File: config.mk
export PLATFORM = sky130hd
export DESIGN_NAME = midpoint_line_rasterizer_flat
export DESIGN_NICKNAME = d
export VERILOG_FILES = /design/src/rtl/mlr_pkg.sv /design/src/rtl/mlr_if.sv /design/src/rtl/mlr_front.sv /design/src/rtl/mlr_queue.sv /design/src/rtl/mlr_back.sv /design/src/rtl/midpoint_line_rasterizer.sv /design/src/flat_wrapper.sv
export SDC_FILE = /design/constraint.sdc
export NUM_CORES = 1
export LEC_CHECK = 0
export ABC_AREA = 1
export BUFFER_PORTS_ARGS = -buffer_cell sky130_fd_sc_hd__buf_4
export CORE_MARGIN = 1
export CORE_UTILIZATION = 60
export DETAILED_ROUTE_END_ITERATION = 6
export GPL_TIMING_DRIVEN = 1
export MAX_ROUTING_LAYER = met4
export PLACE_DENSITY = 0.78
export SETUP_SLACK_MARGIN = 0.2
export SLEW_MARGIN = 20
export SYNTH_ARGS = -nofsm -noshare
export SYNTH_HDL_FRONTEND = slang
export SYNTH_SLANG_ARGS = --single-unit
File: constraint.sdc
create_clock -name i_clk -period 5.2 [get_ports i_clk]
set_input_delay 1.04 -clock i_clk [delete_from_list [all_inputs] [get_ports i_clk]]
set_output_delay 1.04 -clock i_clk [all_outputs]
set_load 0.05 [all_outputs]
File: src/rtl/mlr_pkg.sv
// Shared types and constants of the midpoint line rasterizer.
`default_nettype none

package mlr_pkg;

    // Widest coordinate the datapath is built for; narrower tiles zero-extend.
    localparam int MAX_BITS = 6;
    // Decision variable and its increments span -2*(2^MAX_BITS-1) .. +2*(2^MAX_BITS-1).
    localparam int D_W = MAX_BITS + 2;

    localparam int QUEUE_DEPTH = 2;
    localparam int QPTR_W      = (QUEUE_DEPTH > 1) ? $clog2(QUEUE_DEPTH) : 1;
    localparam int QCNT_W      = $clog2(QUEUE_DEPTH + 1);

    // One classified line, ready for the stepping engine.
    typedef struct packed {
        logic [MAX_BITS-1:0]  x0;
        logic [MAX_BITS-1:0]  y0;
        logic [MAX_BITS-1:0]  count;   // major-axis length = pixels after the first
        logic                 xmajor;
        logic                 sx_neg;
        logic                 sy_neg;
        logic signed [D_W-1:0] d0;
        logic signed [D_W-1:0] inc_s;
        logic signed [D_W-1:0] inc_d;
    } t_line_desc;

    // Status of the back end as seen by the queue and the top level.
    typedef struct packed {
        logic pop;
        logic busy;
    } t_bk_ctl;

    typedef enum logic {
        BK_IDLE,
        BK_RUN
    } t_bk_state;

endpackage

`default_nettype wire

File: src/rtl/mlr_if.sv
// Handshake interfaces for line endpoints in and pixels out.
`default_nettype none

interface mlr_line_if #(
    parameter int COORD_BITS = 6
);
    logic                  valid;
    logic                  ready;
    logic [COORD_BITS-1:0] start_x;
    logic [COORD_BITS-1:0] start_y;
    logic [COORD_BITS-1:0] end_x;
    logic [COORD_BITS-1:0] end_y;

    modport source (output valid, start_x, start_y, end_x, end_y, input ready);
    modport sink   (input valid, start_x, start_y, end_x, end_y, output ready);
endinterface

interface mlr_pixel_if #(
    parameter int COORD_BITS = 6
);
    logic                  valid;
    logic                  ready;
    logic [COORD_BITS-1:0] pixel_x;
    logic [COORD_BITS-1:0] pixel_y;
    logic                  last_pixel;

    modport source (output valid, pixel_x, pixel_y, last_pixel, input ready);
    modport sink   (input valid, pixel_x, pixel_y, last_pixel, output ready);
endinterface

`default_nettype wire

File: src/rtl/mlr_front.sv
// Front end: accepts endpoints and works out octant, lengths and decision terms.
`default_nettype none

module mlr_front #(
    parameter int COORD_BITS = 6
) (
    input  wire logic         i_clk,
    input  wire logic         i_rst_n,
    mlr_line_if.sink          i_line,
    output mlr_pkg::t_line_desc o_desc,
    output logic              o_valid,
    input  wire logic         i_ready
);
    localparam int MB = mlr_pkg::MAX_BITS;
    localparam int DW = mlr_pkg::D_W;

    logic [COORD_BITS-1:0] w_sx, w_sy, w_ex, w_ey;
    logic [MB-1:0]         w_x0, w_y0, w_x1, w_y1;
    logic signed [DW-1:0]  w_dx, w_dy;
    logic [MB-1:0]         w_adx, w_ady, w_major, w_minor;
    logic                  w_xmajor;
    mlr_pkg::t_line_desc   w_desc;

    logic                  r_valid;
    mlr_pkg::t_line_desc   r_desc;

    assign w_sx = i_line.start_x;
    assign w_sy = i_line.start_y;
    assign w_ex = i_line.end_x;
    assign w_ey = i_line.end_y;

    always_comb begin
        w_x0 = MB'(w_sx);
        w_y0 = MB'(w_sy);
        w_x1 = MB'(w_ex);
        w_y1 = MB'(w_ey);
        w_dx = $signed({2'b00, w_x1}) - $signed({2'b00, w_x0});
        w_dy = $signed({2'b00, w_y1}) - $signed({2'b00, w_y0});
        w_adx = w_dx[DW-1] ? MB'(-w_dx) : MB'(w_dx);
        w_ady = w_dy[DW-1] ? MB'(-w_dy) : MB'(w_dy);
        // equal lengths favour x as the major axis
        w_xmajor = (w_ady <= w_adx);
        w_major  = w_xmajor ? w_adx : w_ady;
        w_minor  = w_xmajor ? w_ady : w_adx;

        w_desc.x0     = w_x0;
        w_desc.y0     = w_y0;
        w_desc.count  = w_major;
        w_desc.xmajor = w_xmajor;
        w_desc.sx_neg = w_dx[DW-1];
        w_desc.sy_neg = w_dy[DW-1];
        w_desc.inc_s  = $signed({1'b0, w_minor, 1'b0});
        w_desc.d0     = $signed({1'b0, w_minor, 1'b0}) - $signed({2'b00, w_major});
        w_desc.inc_d  = ($signed({2'b00, w_minor}) - $signed({2'b00, w_major})) <<< 1;
    end

    assign i_line.ready = !r_valid || i_ready;
    assign o_valid      = r_valid;
    assign o_desc       = r_desc;

    always_ff @(posedge i_clk) begin
        if (!i_rst_n) begin
            r_valid <= 1'b0;
        end else if (i_line.ready) begin
            r_valid <= i_line.valid;
        end
    end

    always_ff @(posedge i_clk) begin
        if (i_line.valid && i_line.ready) begin
            r_desc <= w_desc;
        end
    end

endmodule

`default_nettype wire

File: src/rtl/mlr_queue.sv
// Short queue of classified lines between front and back end.
`default_nettype none

module mlr_queue (
    input  wire logic           i_clk,
    input  wire logic           i_rst_n,
    input  wire logic           i_push_valid,
    output logic                o_push_ready,
    input  mlr_pkg::t_line_desc i_desc,
    output logic                o_valid,
    output mlr_pkg::t_line_desc o_desc,
    input  wire logic           i_pop
);
    localparam int DEPTH = mlr_pkg::QUEUE_DEPTH;
    localparam int PW    = mlr_pkg::QPTR_W;
    localparam int CW    = mlr_pkg::QCNT_W;

    mlr_pkg::t_line_desc r_mem [DEPTH];
    logic [PW-1:0]       r_wp, r_rp, n_wp, n_rp;
    logic [CW-1:0]       r_cnt, n_cnt;
    logic                w_push, w_pop;

    assign o_push_ready = (r_cnt != CW'(DEPTH));
    assign o_valid      = (r_cnt != '0);
    assign o_desc       = r_mem[r_rp];
    assign w_push       = i_push_valid && o_push_ready;
    assign w_pop        = i_pop && o_valid;

    always_comb begin
        n_wp  = r_wp;
        n_rp  = r_rp;
        n_cnt = r_cnt;
        if (w_push) begin
            n_wp = (r_wp == PW'(DEPTH - 1)) ? '0 : r_wp + PW'(1);
        end
        if (w_pop) begin
            n_rp = (r_rp == PW'(DEPTH - 1)) ? '0 : r_rp + PW'(1);
        end
        if (w_push && !w_pop) begin
            n_cnt = r_cnt + CW'(1);
        end else if (w_pop && !w_push) begin
            n_cnt = r_cnt - CW'(1);
        end
    end

    always_ff @(posedge i_clk) begin
        if (!i_rst_n) begin
            r_wp  <= '0;
            r_rp  <= '0;
            r_cnt <= '0;
        end else begin
            r_wp  <= n_wp;
            r_rp  <= n_rp;
            r_cnt <= n_cnt;
        end
    end

    always_ff @(posedge i_clk) begin
        if (w_push) begin
            r_mem[r_wp] <= i_desc;
        end
    end

endmodule

`default_nettype wire

File: src/rtl/mlr_back.sv
// Back end: steps the midpoint decision variable and drives the pixel register.
`default_nettype none

module mlr_back #(
    parameter int COORD_BITS = 6
) (
    input  wire logic           i_clk,
    input  wire logic           i_rst_n,
    input  wire logic           i_valid,
    input  mlr_pkg::t_line_desc i_desc,
    output mlr_pkg::t_bk_ctl    o_ctl,
    mlr_pixel_if.source         o_pixel
);
    localparam int MB = mlr_pkg::MAX_BITS;
    localparam int DW = mlr_pkg::D_W;

    mlr_pkg::t_bk_state   r_state, n_state;
    logic [MB-1:0]        r_x, r_y, r_rem, n_x, n_y, n_rem;
    logic signed [DW-1:0] r_d, n_d, r_inc_s, r_inc_d;
    logic                 r_xmajor, r_sx_neg, r_sy_neg;
    logic                 r_out_valid, n_out_valid;
    logic [COORD_BITS-1:0] r_px, r_py;
    logic                 r_last;

    logic w_adv, w_emit, w_pop, w_straight, w_step_x, w_step_y;

    // next state
    always_comb begin
        n_state = r_state;
        case (r_state)
            mlr_pkg::BK_IDLE: begin
                if (i_valid) begin
                    n_state = mlr_pkg::BK_RUN;
                end
            end
            mlr_pkg::BK_RUN: begin
                if (w_emit && (r_rem == '0)) begin
                    n_state = mlr_pkg::BK_IDLE;
                end
            end
            default: n_state = mlr_pkg::BK_IDLE;
        endcase
    end

    // control outputs
    always_comb begin
        w_adv  = !r_out_valid || o_pixel.ready;
        w_pop  = 1'b0;
        w_emit = 1'b0;
        case (r_state)
            mlr_pkg::BK_IDLE: w_pop  = i_valid;
            mlr_pkg::BK_RUN:  w_emit = w_adv;
            default: begin
                w_pop  = 1'b0;
                w_emit = 1'b0;
            end
        endcase
        o_ctl.pop  = w_pop;
        o_ctl.busy = (r_state == mlr_pkg::BK_RUN);
    end

    // stepping datapath
    always_comb begin
        w_straight  = r_d[DW-1] || (r_d == '0);
        w_step_x    = !w_straight || r_xmajor;
        w_step_y    = !w_straight || !r_xmajor;
        n_x         = r_x;
        n_y         = r_y;
        n_d         = r_d;
        n_rem       = r_rem;
        n_out_valid = r_out_valid;
        if (w_pop) begin
            n_x   = i_desc.x0;
            n_y   = i_desc.y0;
            n_d   = i_desc.d0;
            n_rem = i_desc.count;
        end else if (w_emit && (r_rem != '0)) begin
            if (w_step_x) begin
                n_x = r_sx_neg ? r_x - MB'(1) : r_x + MB'(1);
            end
            if (w_step_y) begin
                n_y = r_sy_neg ? r_y - MB'(1) : r_y + MB'(1);
            end
            n_d   = w_straight ? r_d + r_inc_s : r_d + r_inc_d;
            n_rem = r_rem - MB'(1);
        end
        if (w_emit) begin
            n_out_valid = 1'b1;
        end else if (o_pixel.ready) begin
            n_out_valid = 1'b0;
        end
    end

    always_ff @(posedge i_clk) begin
        if (!i_rst_n) begin
            r_state     <= mlr_pkg::BK_IDLE;
            r_out_valid <= 1'b0;
        end else begin
            r_state     <= n_state;
            r_out_valid <= n_out_valid;
        end
    end

    always_ff @(posedge i_clk) begin
        r_x   <= n_x;
        r_y   <= n_y;
        r_d   <= n_d;
        r_rem <= n_rem;
        if (w_pop) begin
            r_inc_s  <= i_desc.inc_s;
            r_inc_d  <= i_desc.inc_d;
            r_xmajor <= i_desc.xmajor;
            r_sx_neg <= i_desc.sx_neg;
            r_sy_neg <= i_desc.sy_neg;
        end
        if (w_emit) begin
            r_px   <= r_x[COORD_BITS-1:0];
            r_py   <= r_y[COORD_BITS-1:0];
            r_last <= (r_rem == '0);
        end
    end

    assign o_pixel.valid      = r_out_valid;
    assign o_pixel.pixel_x    = r_px;
    assign o_pixel.pixel_y    = r_py;
    assign o_pixel.last_pixel = r_last;

endmodule

`default_nettype wire

File: src/rtl/midpoint_line_rasterizer.sv
// Top level of the midpoint line rasterizer: front end, line queue, stepping back end.
`default_nettype none

// Draws straight lines on a 2^COORD_BITS square tile (64 by 64 by default).
// Each item on i_line carries two endpoints; the block returns the pixels of
// the line on o_pixel, first endpoint first, then one pixel per unit step
// along the major axis, so the second endpoint comes last and is marked with
// last_pixel. A line yields major+1 pixels, 1 to 2^COORD_BITS of them, where
// major is the larger of |dx| and |dy| (x wins a tie). Coincident endpoints
// give a single pixel with last_pixel set. The front end classifies a line
// (octant, step signs, decision terms) into a register and hands it to a
// two-entry queue, so up to three lines can be taken in while the back end
// is busy. The back end is a single stepping engine: it loads a line from
// the queue while idle, then steps along the line pixel by pixel, and takes
// no new line until it has stepped to the last pixel. Stalls on o_pixel hold
// the engine; a registered pixel stage keeps the output stable while it
// waits. No configuration, no state between lines, nothing to clear after
// reset.
module midpoint_line_rasterizer #(
    parameter int COORD_BITS = 6
) (
    input  wire logic   i_clk,
    input  wire logic   i_rst_n,
    mlr_line_if.sink    i_line,
    mlr_pixel_if.source o_pixel
);

    // front to queue
    mlr_pkg::t_line_desc w_fr_desc;
    logic                w_fr_valid;
    logic                w_q_ready;

    // queue to back end
    mlr_pkg::t_line_desc w_q_desc;
    logic                w_q_valid;
    mlr_pkg::t_bk_ctl    w_bk_ctl;

    // classify the endpoints and hold one line ready for the queue
    mlr_front #(
        .COORD_BITS (COORD_BITS)
    ) u_front (
        .i_clk   (i_clk),
        .i_rst_n (i_rst_n),
        .i_line  (i_line),
        .o_desc  (w_fr_desc),
        .o_valid (w_fr_valid),
        .i_ready (w_q_ready)
    );

    // decouple classification from stepping
    mlr_queue u_queue (
        .i_clk        (i_clk),
        .i_rst_n      (i_rst_n),
        .i_push_valid (w_fr_valid),
        .o_push_ready (w_q_ready),
        .i_desc       (w_fr_desc),
        .o_valid      (w_q_valid),
        .o_desc       (w_q_desc),
        .i_pop        (w_bk_ctl.pop)
    );

    // walk the line one pixel a cycle while o_pixel is not stalled
    mlr_back #(
        .COORD_BITS (COORD_BITS)
    ) u_back (
        .i_clk   (i_clk),
        .i_rst_n (i_rst_n),
        .i_valid (w_q_valid),
        .i_desc  (w_q_desc),
        .o_ctl   (w_bk_ctl),
        .o_pixel (o_pixel)
    );

`ifndef SYNTHESIS
    // the engine takes a line only when the queue has one
    a_pop_needs_line: assert property (@(posedge i_clk) disable iff (!i_rst_n)
        w_bk_ctl.pop |-> w_q_valid)
        else $error("line taken from an empty queue");

    // a line is taken only by an idle engine, which then runs
    a_pop_when_idle: assert property (@(posedge i_clk) disable iff (!i_rst_n)
        w_bk_ctl.pop |-> !w_bk_ctl.busy)
        else $error("line taken while the engine is busy");

    a_pop_starts_run: assert property (@(posedge i_clk) disable iff (!i_rst_n)
        w_bk_ctl.pop |=> w_bk_ctl.busy)
        else $error("engine did not start on a taken line");
`endif

endmodule

`default_nettype wire

File: src/flat_wrapper.sv
// flat-port wrapper written by rule: the top's interface ports become plain ports
module midpoint_line_rasterizer_flat 
#(
    parameter int COORD_BITS = 6
)
  (i_clk, i_rst_n, i_line_valid, i_line_start_x, i_line_start_y, i_line_end_x, i_line_end_y, i_line_ready, o_pixel_valid, o_pixel_pixel_x, o_pixel_pixel_y, o_pixel_last_pixel, o_pixel_ready);
  mlr_line_if #(.COORD_BITS(COORD_BITS)) i_line_i ();
  mlr_pixel_if #(.COORD_BITS(COORD_BITS)) o_pixel_i ();
  input  wire logic i_clk;
  input  wire logic i_rst_n;
  input wire logic [$bits(i_line_i.valid)-1:0] i_line_valid;
  input wire logic [$bits(i_line_i.start_x)-1:0] i_line_start_x;
  input wire logic [$bits(i_line_i.start_y)-1:0] i_line_start_y;
  input wire logic [$bits(i_line_i.end_x)-1:0] i_line_end_x;
  input wire logic [$bits(i_line_i.end_y)-1:0] i_line_end_y;
  output wire logic [$bits(i_line_i.ready)-1:0] i_line_ready;
  output wire logic [$bits(o_pixel_i.valid)-1:0] o_pixel_valid;
  output wire logic [$bits(o_pixel_i.pixel_x)-1:0] o_pixel_pixel_x;
  output wire logic [$bits(o_pixel_i.pixel_y)-1:0] o_pixel_pixel_y;
  output wire logic [$bits(o_pixel_i.last_pixel)-1:0] o_pixel_last_pixel;
  input wire logic [$bits(o_pixel_i.ready)-1:0] o_pixel_ready;
  assign i_line_i.valid = i_line_valid;
  assign i_line_i.start_x = i_line_start_x;
  assign i_line_i.start_y = i_line_start_y;
  assign i_line_i.end_x = i_line_end_x;
  assign i_line_i.end_y = i_line_end_y;
  assign i_line_ready = i_line_i.ready;
  assign o_pixel_valid = o_pixel_i.valid;
  assign o_pixel_pixel_x = o_pixel_i.pixel_x;
  assign o_pixel_pixel_y = o_pixel_i.pixel_y;
  assign o_pixel_last_pixel = o_pixel_i.last_pixel;
  assign o_pixel_i.ready = o_pixel_ready;
  midpoint_line_rasterizer #(.COORD_BITS(COORD_BITS)) u_core (.i_clk(i_clk), .i_rst_n(i_rst_n), .i_line(i_line_i), .o_pixel(o_pixel_i));
endmodule
### Word-level counts from Yosys, hierarchy flattened

Memories as Yosys holds them, arrays and structs flattened. A register that Yosys moved wholly into a read port is not among the register bits.
Cells that the tools add are included.

| cells by class | value |
|---|---|
| add/subtract/negate cells | 17 |
| multipliers | 0 |
| div/mod/pow operators | 0 |
| order comparisons | 1 |
| equal/unequal tests | 1 |
| shift-type cells | 0 |
| multiplexer cells | 32 |
| bitwise operators | 1 |
| reduce and logical (&&, ||, !) cells | 29 |

Operator list:

| cell | number |
|---|---|
| 6-bit two-way mux | 14 |
| 8-bit two-way mux | 3 |
| 6-bit by 6-bit subtractor with 7-bit output | 3 |
| 6-bit by 1-bit subtractor with 6-bit output (second input constant) | 3 |
| 8-bit adder | 2 |
| 6-bit by 1-bit adder with 6-bit output (second input constant) | 2 |
| 1-bit two-way mux | 12 |
| 6-bit negation | 2 |
| 2-bit nonzero test | 6 |
| 8-bit logical NOT | 1 |
| 7-bit by 6-bit subtractor with 8-bit output | 1 |
| 1-bit logical AND | 7 |
| 6-bit less-or-equal comparator | 1 |
| 1-bit logical NOT | 6 |
| 6-bit logical NOT | 1 |
| 6-bit nonzero test | 1 |
| 1-bit logical OR | 5 |
| 2-bit two-way mux | 2 |
| 2-bit AND reduction | 2 |
| 1-bit adder (second input constant) | 2 |
| 2-bit by 1-bit adder with 2-bit output (second input constant) | 1 |
| 2-bit inequality test (second input constant) | 1 |
| 1-bit one-hot mux with 2 select lines | 1 |
| 2-bit by 1-bit subtractor with 2-bit output (second input constant) | 1 |
| 1-bit inverter | 1 |

| storage, ports and cells | value |
|---|---|
| register bits after elaboration | 107 |
| bits in latches | 0 |
| RAM bits | 84 |
| ROM bits | 0 |
| input port bits | 28 |
| output and inout port bits | 15 |
| word-level logic and storage cells | 109 |
| memories | 1 |

Memory list:

| memory | depth | width | rd ports | clocked after memory_dff | wr ports | line | source |
|---|---|---|---|---|---|---|---|
| u_core.u_queue.r_mem | 2 | 42 | 1 | 1 | 1 | mlr_queue.sv:18 | `mlr_pkg::t_line_desc r_mem [DEPTH];` |

### Logic depth before layout (Yosys ltp)

Gate-level depths: netlist (run 1).

| logic depth | value |
|---|---|
| depth after elaboration | 7 |
| gate-level depth with buffers | 31 |

### Modules after synthesis

A second synthesis (run 1) with hierarchy kept.

| second synthesis, totals | value |
|---|---|
| cells, all modules | 866 |
| area, all modules | 9990.8 µm² |

Modules (own cells, without submodules):

| module | instances | cells an instance | area an instance (µm²) |
|---|---|---|---|
| mlr_queue | 1 | 177 | 3691.0 |
| mlr_front | 1 | 401 | 3195.6 |
| mlr_back | 1 | 288 | 3104.2 |

### Worst setup path after synthesis (run 1)

Ideal clock, no wire load.

| timing path | value |
|---|---|
| kind | input port to flip-flop |
| start | input i_line_end_x[0] |
| end | register u_core.u_front.r_desc (netlist bit u_core.u_front.o_desc[22]), data pin |
| library setup time | 259 ps |
| arrival time | 4474 ps |
| data required time | 4941 ps |
| setup slack | 468 ps |
| stages | 28 |
| path buffers | 0 |
| path through | inv_1 ha_1 inv_1 fa_1 inv_1 ha_1 nand2_1 inv_1 nand3_1 nand2_1 nand2_1 nand2_1 ha_1 nand2_2 nor2_4 nand2_2 nand3_2 nand2_4 inv_2 nand2_1 nand2_2 inv_1 fa_1 o21ai_0 a21oi_1 nor2_1 nor2_1 xor2_1 |

RTL lines:

| item | line | source |
|---|---|---|
| from (decl) | flat_wrapper.sv:14 | `input wire logic [$bits(i_line_i.end_x)-1:0] i_line_end_x;` |
| to (signal assigned) | mlr_front.sv:71 | `r_desc <= w_desc;` |
| to (decl) | mlr_front.sv:25 | `mlr_pkg::t_line_desc r_desc;` |

==> results of run 1 <==
## area by class of cell
cell class                      count  area (um^2)  share of cell area
Multi-Input combinational cell    518         2960               0.291
Sequential cell                   186         5510               0.540
Tap cell                          184          230              0.0226
Timing Repair Buffer               58          515              0.0506
Clock inverter                     15          164              0.0161
Inverter                          103          387              0.0379
Clock buffer                       17          425              0.0417
## worst paths after layout
kind	startpoint	to	depth (start not counted)
worst min register to register	u_core.u_front.o_desc[17]$_DFFE_PP_	u_core.u_queue.r_mem[1][14]$_DFFE_PP_	0
worst min-delay path	u_core.u_front.o_desc[17]$_DFFE_PP_	u_core.u_queue.r_mem[1][14]$_DFFE_PP_	0
worst max-delay path	i_line_end_x[0]	u_core.u_front.o_desc[21]$_DFFE_PP_	29
worst max register to register	u_core.u_back.r_d[1]$_DFFE_PP_	u_core.u_back.r_d[7]$_DFFE_PP_	16
## power groups by stage
stage               Clock [W]  Sequential [W]  Combinational (W)
finish                0.00126         0.00260            0.00276
global route          0.00134         0.00264            0.00306
CTS                   0.00128         0.00259            0.00275
detailed placement          0         0.00262            0.00270
global placement            0         0.00259            0.00255
floorplan                   0         0.00266            0.00184
## cells by family after synthesis
family / Yosys count / share of synthesized area
mux: 6 / 0.00758
simple gates: 361 / 0.175
flops: 186 / 0.618
xor+xnor: 24 / 0.0236
fa+ha+maj: 49 / 0.0739
compound gates: 78 / 0.0506
buf+inv: 118 / 0.0510
## through the flow
stage | std cells | setup WS (ns)
final | 1081 | 0.552
after global routing | 1081 | 0.240
after CTS | 1081 | 0.515
after detailed placement | 1049 | 0.0573
after global placement | 1045 | 0.207
after floorplan | 822 | 0.468
## cell usage after synthesis
library cell	number
or3_4	1
inv_2	3
buf_8	1
buf_1	3
nor2_2	1
a31oi_1	10
edfxtp_1	178
o21ai_0	24
nand2_4	1
mux2_2	6
nor4_1	1
or2_0	1
o211ai_1	8
nand3_2	6
o2bb2ai_1	1
clkbuf_1	11
xnor2_1	5
and3_1	1
a21oi_2	3
nand2_2	15
ha_1	43
nand3b_1	1
nor3_1	2
a211oi_1	1
inv_1	100
nand4_1	3
nor3_2	1
nand2_1	241
a21o_1	1
a21oi_1	26
o21ai_2	1
nor2_1	35
o32ai_1	1
xor2_1	19
nand3_1	40
nor2_4	2
or2_2	9
o21ai_1	2
fa_1	6
dfxtp_1	8
## state kept, by name, summed over array words and instances, names as in the netlist, 6 cells and up, named ones only
signal,flops
u_core.u_back.r_d,8
u_core.u_back.o_pixel.pixel_y,6
u_core.u_back.o_pixel.pixel_x,6
u_core.u_queue.r_mem,82
u_core.u_back.r_rem,6
u_core.u_back.r_x,6
u_core.u_back.r_inc_s,6
u_core.u_front.o_desc,41
u_core.u_back.r_y,6
u_core.u_back.r_inc_d,7
## routing by layer
metal  track usage  part of all wire  vias up  wire (um)
li1              -                 -     2905          -
met1         0.308              0.43     2749       7480
met2         0.406              0.49      164       8460
met3        0.0499             0.041       47        701
met4         0.139             0.038        0        661
met5             -                 0        -          0
==> impl_metrics.json, run 1 <==
{
  "avgSynthCellArea_um2": 10.8,
  "clk_path_buf_depth": 2,
  "gp_congestion": 0.947,
  "rows": 44,
  "synth_cell_types": 40,
  "clk_latency_ns": 0.43,
  "ys_seq_area_frac": 0.618,
  "synth-seq-cells": 186,
  "seq_power_share": 0.392,
  "final_common_cell": "nand2_1",
  "fin_setup_tns_ns": 0,
  "cp_slowest_cell": "fa_1",
  "cts_buffers": 17,
  "p_leak_nw": 4.44,
  "viasPerCell": 5.43,
  "report.power.total_w": 0.00661,
  "clk_pin_slew_ns": 0.08,
  "clkPwrFrac": 0.191,
  "mostFrequentLayoutCells": "nand2_1, edfxtp_1, inv_1",
  "antenna_found_initial": 0,
  "antenna_left": 0,
  "fin_util": 0.701,
  "core_area_um2": 14500,
  "io_pins": 43,
  "start_util": 0.613,
  "slew_headroom": 0.317,
  "fill_cells": 1041,
  "start_kind": "input pin",
  "hp-class": "register to register",
  "grt_pass1_wl_mm": 28.1,
  "die_y_um": 124,
  "rrSetupSlack_ns": 1.90,
  "fin_nets": 961,
  "hold_buffers": 0,
  "maxCapViolations": 0,
  "tightest_slew_ns": 1.02,
  "grt_max_degree": 63,
  "pwr-share-comb": 0.417,
  "grt_overflow": 0,
  "crit_family": "adder cells",
  "status": "complete, no violations",
  "netlist_instances": 822,
  "drive_gt1_frac": 0.157,
  "finalCritPeriodShare": 0.894,
  "maxSlewViolCount": 0,
  "io_buffers": 42,
  "syn_nets": 899,
  "switching_share": 0.393,
  "finalSetupViolCount": 0,
  "power_density_nw_per_um2": 649,
  "drt-pass1-iter-count": 6,
  "synth_top_area_share": 0.600,
  "vias": 5865,
  "cp_common_cell": "nand2_1",
  "die-width_um": 124,
  "arrival_ns": 4.84,
  "worstPathRequired_ns": 5.39,
  "drc": 0,
  "wl_per_cell_um": 16.0,
  "yosysTopAreaCell": "edfxtp_1",
  "rsz0062_at_grt": "no",
  "root_buffer": "clkbuf_16",
  "netlist_area_um2": 8910,
  "die_area_um2": 15300,
  "grt_pass1_vias": 5855,
  "drt_iter0_drc": 408,
  "clkSinkCount": 186,
  "clock.fmax_ghz": 0.215,
  "placed_area_um2": 9600,
  "htree_levels": 4,
  "n_antenna_cell": 0,
  "hold_viol_final": 0,
  "finalWirelength_mm": 17.3,
  "crit_path_end_kind": "register",
  "fin_crit_ns": 4.65,
  "power.switching_w": 0.00260,
  "slowest_delay_ns": 0.53,
  "post_cts_resized": 0,
  "cts_tree": "done",
  "clock_skew_ns": 0.0137,
  "crit_path_max_fanout": 10,
  "vdd_drop_max_mv": 0.311,
  "internal_power_w": 0.00402,
  "crit_type": "input pin to register",
  "dp_hpwl_mm": 12.4,
  "grt_usage": 0.255,
  "design_area_um2": 10200,
  "cts_setup_buffers": 0,
  "hold-worst-slack_ns": 0.443,
  "syn_to_final_growth_pct": 14.4,
  "cp_num_buf_inv": 6,
  "synth_warnings": 0,
  "synthTopCellsByArea": "edfxtp_1, nand2_1, ha_1"
}
Note: power is estimated with default switching activity, not from simulation.
==> run 2, diff against run 1 <==
- BUFFER_PORTS_ARGS: -buffer_cell sky130_fd_sc_hd__buf_4 -> default
- DONT_BUFFER_PORTS: default -> 1
- PLACE_DENSITY: 0.78 -> 0.76
==> run 2 against run 1 <==
Sequential share of layout area increased by 2.3 points. Hold slack improved by 0.0022 ns. Cell count is 4.5% lower. Largest cell class unchanged.
==> impl_metrics.json, run 2 (synthesis results as in run 1) <==
{
  "status": "complete, no violations",
  "clk_latency_ns": 0.43,
  "hold_viol_final": 0,
  "antenna_left": 0,
  "drt-pass1-iter-count": 6,
  "largest_reg_flops": 82,
  "slew_headroom": 0.517,
  "dp_hpwl_mm": 11.5,
  "hp-class": "register to register",
  "syn_to_final_growth_pct": 9.82,
  "drive_gt1_frac": 0.108,
  "rsz0062_at_grt": "no",
  "gp_congestion": 0.878,
  "start_util": 0.613,
  "finalSetupViolCount": 0,
  "grt_usage": 0.242,
  "cts_tree": "done",
  "vdd_drop_max_mv": 0.286,
  "cts_buffers": 17,
  "start_kind": "input pin",
  "vias": 5640,
  "mostFrequentLayoutCells": "nand2_1, edfxtp_1, inv_1",
  "drc": 0,
  "top_usage_layer": "met2",
  "antenna_found_initial": 0,
  "die-width_um": 124,
  "pre_cts_ws_ns": -0.00439,
  "cp_slowest_cell": "fa_1",
  "grt_overflow": 0,
  "io_pins": 43,
  "finalCritPeriodShare": 0.899,
  "root_buffer": "clkbuf_16",
  "clk_path_buf_depth": 2,
  "report.power.total_w": 0.00650,
  "fin_nets": 912,
  "crit_start": "i_line_end_x[0]",
  "clk_pin_slew_ns": 0.07,
  "grtUsageMet1": 0.279,
  "fill_cells": 1062,
  "grt_pass1_vias": 5467,
  "drt_iter0_drc": 392,
  "crit_path_end_kind": "register",
  "met2_usage": 0.416,
  "core_area_um2": 14500,
  "cts_setup_buffers": 0,
  "worst_slack_ns": 0.527,
  "crit_path_max_fanout": 17,
  "finalWirelength_mm": 16.7,
  "slowest_delay_ns": 0.43,
  "maxCapViolations": 0,
  "cp_common_cell": "nand2_2",
  "n_antenna_cell": 0,
  "worstPathRequired_ns": 5.38,
  "globalRouteMet3Util": 0.0522,
  "maxSlewViolCount": 0,
  "reg2reg_from": "u_core.u_back.r_d[1]$_DFFE_PP_",
  "clock.fmax_ghz": 0.214,
  "p_leak_nw": 4.19,
  "rows": 44,
  "clkSinkCount": 186,
  "power_density_nw_per_um2": 664,
  "tightest_slew_ns": 0.722,
  "io_buffers": 0,
  "crit_type": "input pin to register",
  "wl_per_cell_um": 16.2,
  "die_area_um2": 15300,
  "clock_skew_ns": 0.00591,
  "arrival_ns": 4.85,
  "rrSetupSlack_ns": 1.77,
  "grt_max_degree": 52,
  "final_common_cell": "nand2_1",
  "hold_start": "u_core.u_front.o_desc[37]$_DFFE_PP_",
  "die_y_um": 124,
  "top_register": "u_core.u_queue.r_mem",
  "viasPerCell": 5.47,
  "grt_pass1_wl_mm": 26.5,
  "fin_crit_ns": 4.67,
  "htree_levels": 4
}
==> run 2: cell types whose count changed in the layout (fill, tap and decap cells not counted), sizes merged <==
cell    change
buf        -49
clkbuf      +1
inv         -4
bufinv      +3
==> run 2: worst paths after layout <==
path,end,cells after the start
worst max-delay path,u_core.u_front.o_desc[22]$_DFFE_PP_,28
worst min register to register,u_core.u_queue.r_mem[1][34]$_DFFE_PP_,0
worst max register to register,u_core.u_back.r_d[7]$_DFFE_PP_,16
worst min-delay path,u_core.u_queue.r_mem[1][34]$_DFFE_PP_,0
==> run 2: worst max-delay path, delay by kind of cell <==
kind                     cells  cell delay (ns)
AO/OA/AOI/OAI                2             0.34
XOR/XNOR                     1             0.15
AND/OR/NAND/NOR             15             1.48
buffers and inverters        6             0.53
adder cells (fa/ha/maj)      4             1.33
==> run 2: where the power goes <==
| part | leakage (nW) | internal, W | switching (W) |
|---|---|---|---|
| logic | 2.14 | 0.000870 | 0.00159 |
| registers | 1.74 | 0.00239 | 0.000336 |
| clock network | 0.302 | 0.000770 | 0.000542 |
| total | 4.19 | 0.00403 | 0.00247 |
==> run 2: through the flow <==
step / TNS, ns / hold WS, ns / cells / utilization / instance area, um^2
2_1_floorplan: 0 / 0.421 / 822 / - / 8910
3_3_place_gp: 0 / 0.423 / 1000 / 0.630 / 9150
3_5_place_dp: -0.00439 / 0.430 / 1000 / 0.630 / 9150
4_1_cts: 0 / 0.447 / 1032 / 0.672 / 9770
5_1_grt: 0 / 0.454 / 1032 / 0.673 / 9780
6_report: 0 / 0.445 / 1032 / 0.673 / 9780
==> run 2: layer usage <==
metal,vias up,wire (um)
met5,-,0
met4,0,304
met3,33,769
met2,155,8570
met1,2657,7020
li1,2795,-
==> run 2: cell type report <==
type,count,area [um^2],area share
Clock buffer,18,429,0.0439
Inverter,103,387,0.0395
Sequential cell,186,5510,0.563
Timing Repair Buffer,9,67.6,0.00691
Tap cell,184,230,0.0235
Multi-Input combinational cell,518,2980,0.305
Clock inverter,14,183,0.0187
==> run 2: timing repair <==
| action | in CTS | in global routing |
|---|---|---|
| hold buffers | 0 | 0 |
| resized for setup | 0 | 3 |
| setup endpoints to repair | 0 | 3 |
==> run 3, diff against run 2 <==
- CORE_UTILIZATION: 60 -> 45
- PLACE_DENSITY: 0.76 -> default
==> run 3 against run 2 <==
Worst setup slack lost 0.00063 ns. Non-clock buffer count shrank 1. Largest cell class unchanged. Clock skew grew 0.0072 ns. Flip-flop and latch count is the same. Critical path depth shrank 3. Critical endpoint unchanged. Wire length shrank 1.8%. Cell count grew 7.8%. Via count shrank 3.8%. Combinational power shrank 2%. Clock power shrank 8%. Hold slack lost 0.0015 ns.
==> impl_metrics.json, run 3 (synthesis results as in run 1) <==
{
  "status": "complete, no violations",
  "drive_gt1_frac": 0.106,
  "dp_hpwl_mm": 11.9,
  "crit_family": "adder cells",
  "grt_pass1_vias": 5357,
  "cts_tree": "done",
  "crit_path_max_fanout": 17,
  "drt-pass1-iter-count": 4,
  "io_pins": 43,
  "hold_buffers": 0,
  "cts_buffers": 17,
  "gp_congestion": 0.882,
  "io_buffers": 0,
  "hold_viol_final": 0,
  "slew_headroom": 0.297,
  "mostFrequentLayoutCells": "nand2_1, edfxtp_1, inv_1",
  "place_inst": 1080,
  "hold_start": "u_core.u_front.o_desc[5]$_DFFE_PP_",
  "largest_reg_flops": 82,
  "die_area_um2": 20400,
  "power_density_nw_per_um2": 643,
  "clock_skew_ns": 0.0131,
  "grtUsageMet1": 0.230,
  "worstPathRequired_ns": 5.37,
  "top_usage_layer": "met2",
  "crit_start": "i_line_end_y[0]",
  "reg2reg_from": "u_core.u_back.r_d[1]$_DFFE_PP_",
  "finalSetupViolCount": 0,
  "fin_crit_ns": 4.67,
  "grt_usage": 0.179,
  "maxSlewViolCount": 0,
  "clk_path_buf_depth": 2,
  "start_util": 0.458,
  "clk_latency_ns": 0.43,
  "syn_to_final_growth_pct": 10.1,
  "root_buffer": "clkbuf_16",
  "final_common_cell": "nand2_1",
  "vias": 5428,
  "fin_nets": 911,
  "die-width_um": 143,
  "finalCritPeriodShare": 0.899,
  "met2_usage": 0.287,
  "arrival_ns": 4.85,
  "hp-class": "register to register",
  "stdcell_count": 1112,
  "clkSinkCount": 186,
  "viasPerCell": 4.88,
  "fin_setup_tns_ns": 0,
  "wl_per_cell_um": 14.7,
  "clock.fmax_ghz": 0.214,
  "drc": 0,
  "die_y_um": 143,
  "crit_path_end_kind": "register",
  "slowest_delay_ns": 0.53,
  "rsz0062_at_grt": "yes",
  "rows": 51,
  "top_register": "u_core.u_queue.r_mem",
  "cts_setup_buffers": 0,
  "grt_overflow": 0,
  "maxCapViolations": 0,
  "p_leak_nw": 4.15,
  "core_area_um2": 19500,
  "globalRouteMet3Util": 0.0342,
  "cp_num_buf_inv": 4,
  "drt_iter0_drc": 331,
  "start_kind": "input pin",
  "crit_type": "input pin to register",
  "clk_pin_slew_ns": 0.07,
  "tightest_slew_ns": 1.05,
  "grt_max_degree": 63,
  "antenna_left": 0,
  "antenna_found_initial": 0,
  "grt_pass1_wl_mm": 27.0,
  "n_antenna_cell": 0,
  "finalWirelength_mm": 16.4,
  "vdd_drop_max_mv": 0.239,
  "cp_slowest_cell": "fa_1",
  "htree_levels": 4
}
-- run 3: metal layers --
metal	vias up	routed length, um
li1	2789	-
met1	2522	7730
met4	0	235
met2	95	7840
met3	22	566
met5	-	0
-- run 3: through the flow --
stage               instance area (um^2)  hold slack, ns  total power, W  setup slack [ns]  utilization
finish                              9810           0.444         0.00631             0.526        0.504
global route                        9810           0.454         0.00679             0.197        0.504
detailed placement                  9250           0.431         0.00513            0.0563        0.475
global placement                    9250           0.423         0.00504             0.162        0.475
CTS                                 9800           0.447         0.00635             0.487        0.504
floorplan                           8910           0.421         0.00450             0.468            -
-- run 3: worst paths after layout --
kind | slack [ns] | depth (start not counted) | endpoint
worst min register to register | 0.44 | 0 | u_core.u_queue.r_mem[1][4]$_DFFE_PP_
worst max-delay path | 0.53 | 25 | u_core.u_front.o_desc[22]$_DFFE_PP_
worst max register to register | 1.87 | 16 | u_core.u_back.r_d[7]$_DFFE_PP_
worst min-delay path | 0.44 | 0 | u_core.u_queue.r_mem[1][4]$_DFFE_PP_
-- run 3: where the power goes --
| part | switching [W] | total [W] | internal, W |
|---|---|---|---|
| sequential | 0.000316 | 0.00271 | 0.00239 |
| clock | 0.000572 | 0.00121 | 0.000634 |
| combinational | 0.00154 | 0.00240 | 0.000860 |
| total | 0.00243 | 0.00631 | 0.00388 |
-- run 3: cell type report --
class / count / area (um^2)
Clock buffer: 19 / 433
Clock inverter: 13 / 123
Fill cell: 1710 / 9650
Inverter: 103 / 387
Multi-Input combinational cell: 518 / 2970
Sequential cell: 186 / 5510
Tap cell: 265 / 332
Timing Repair Buffer: 8 / 60.1
-- run 3: repair_timing --
action	in CTS	in global routing
resized for setup	0	2
endpoints found under the hold margin	0	0
setup endpoints to repair	0	2
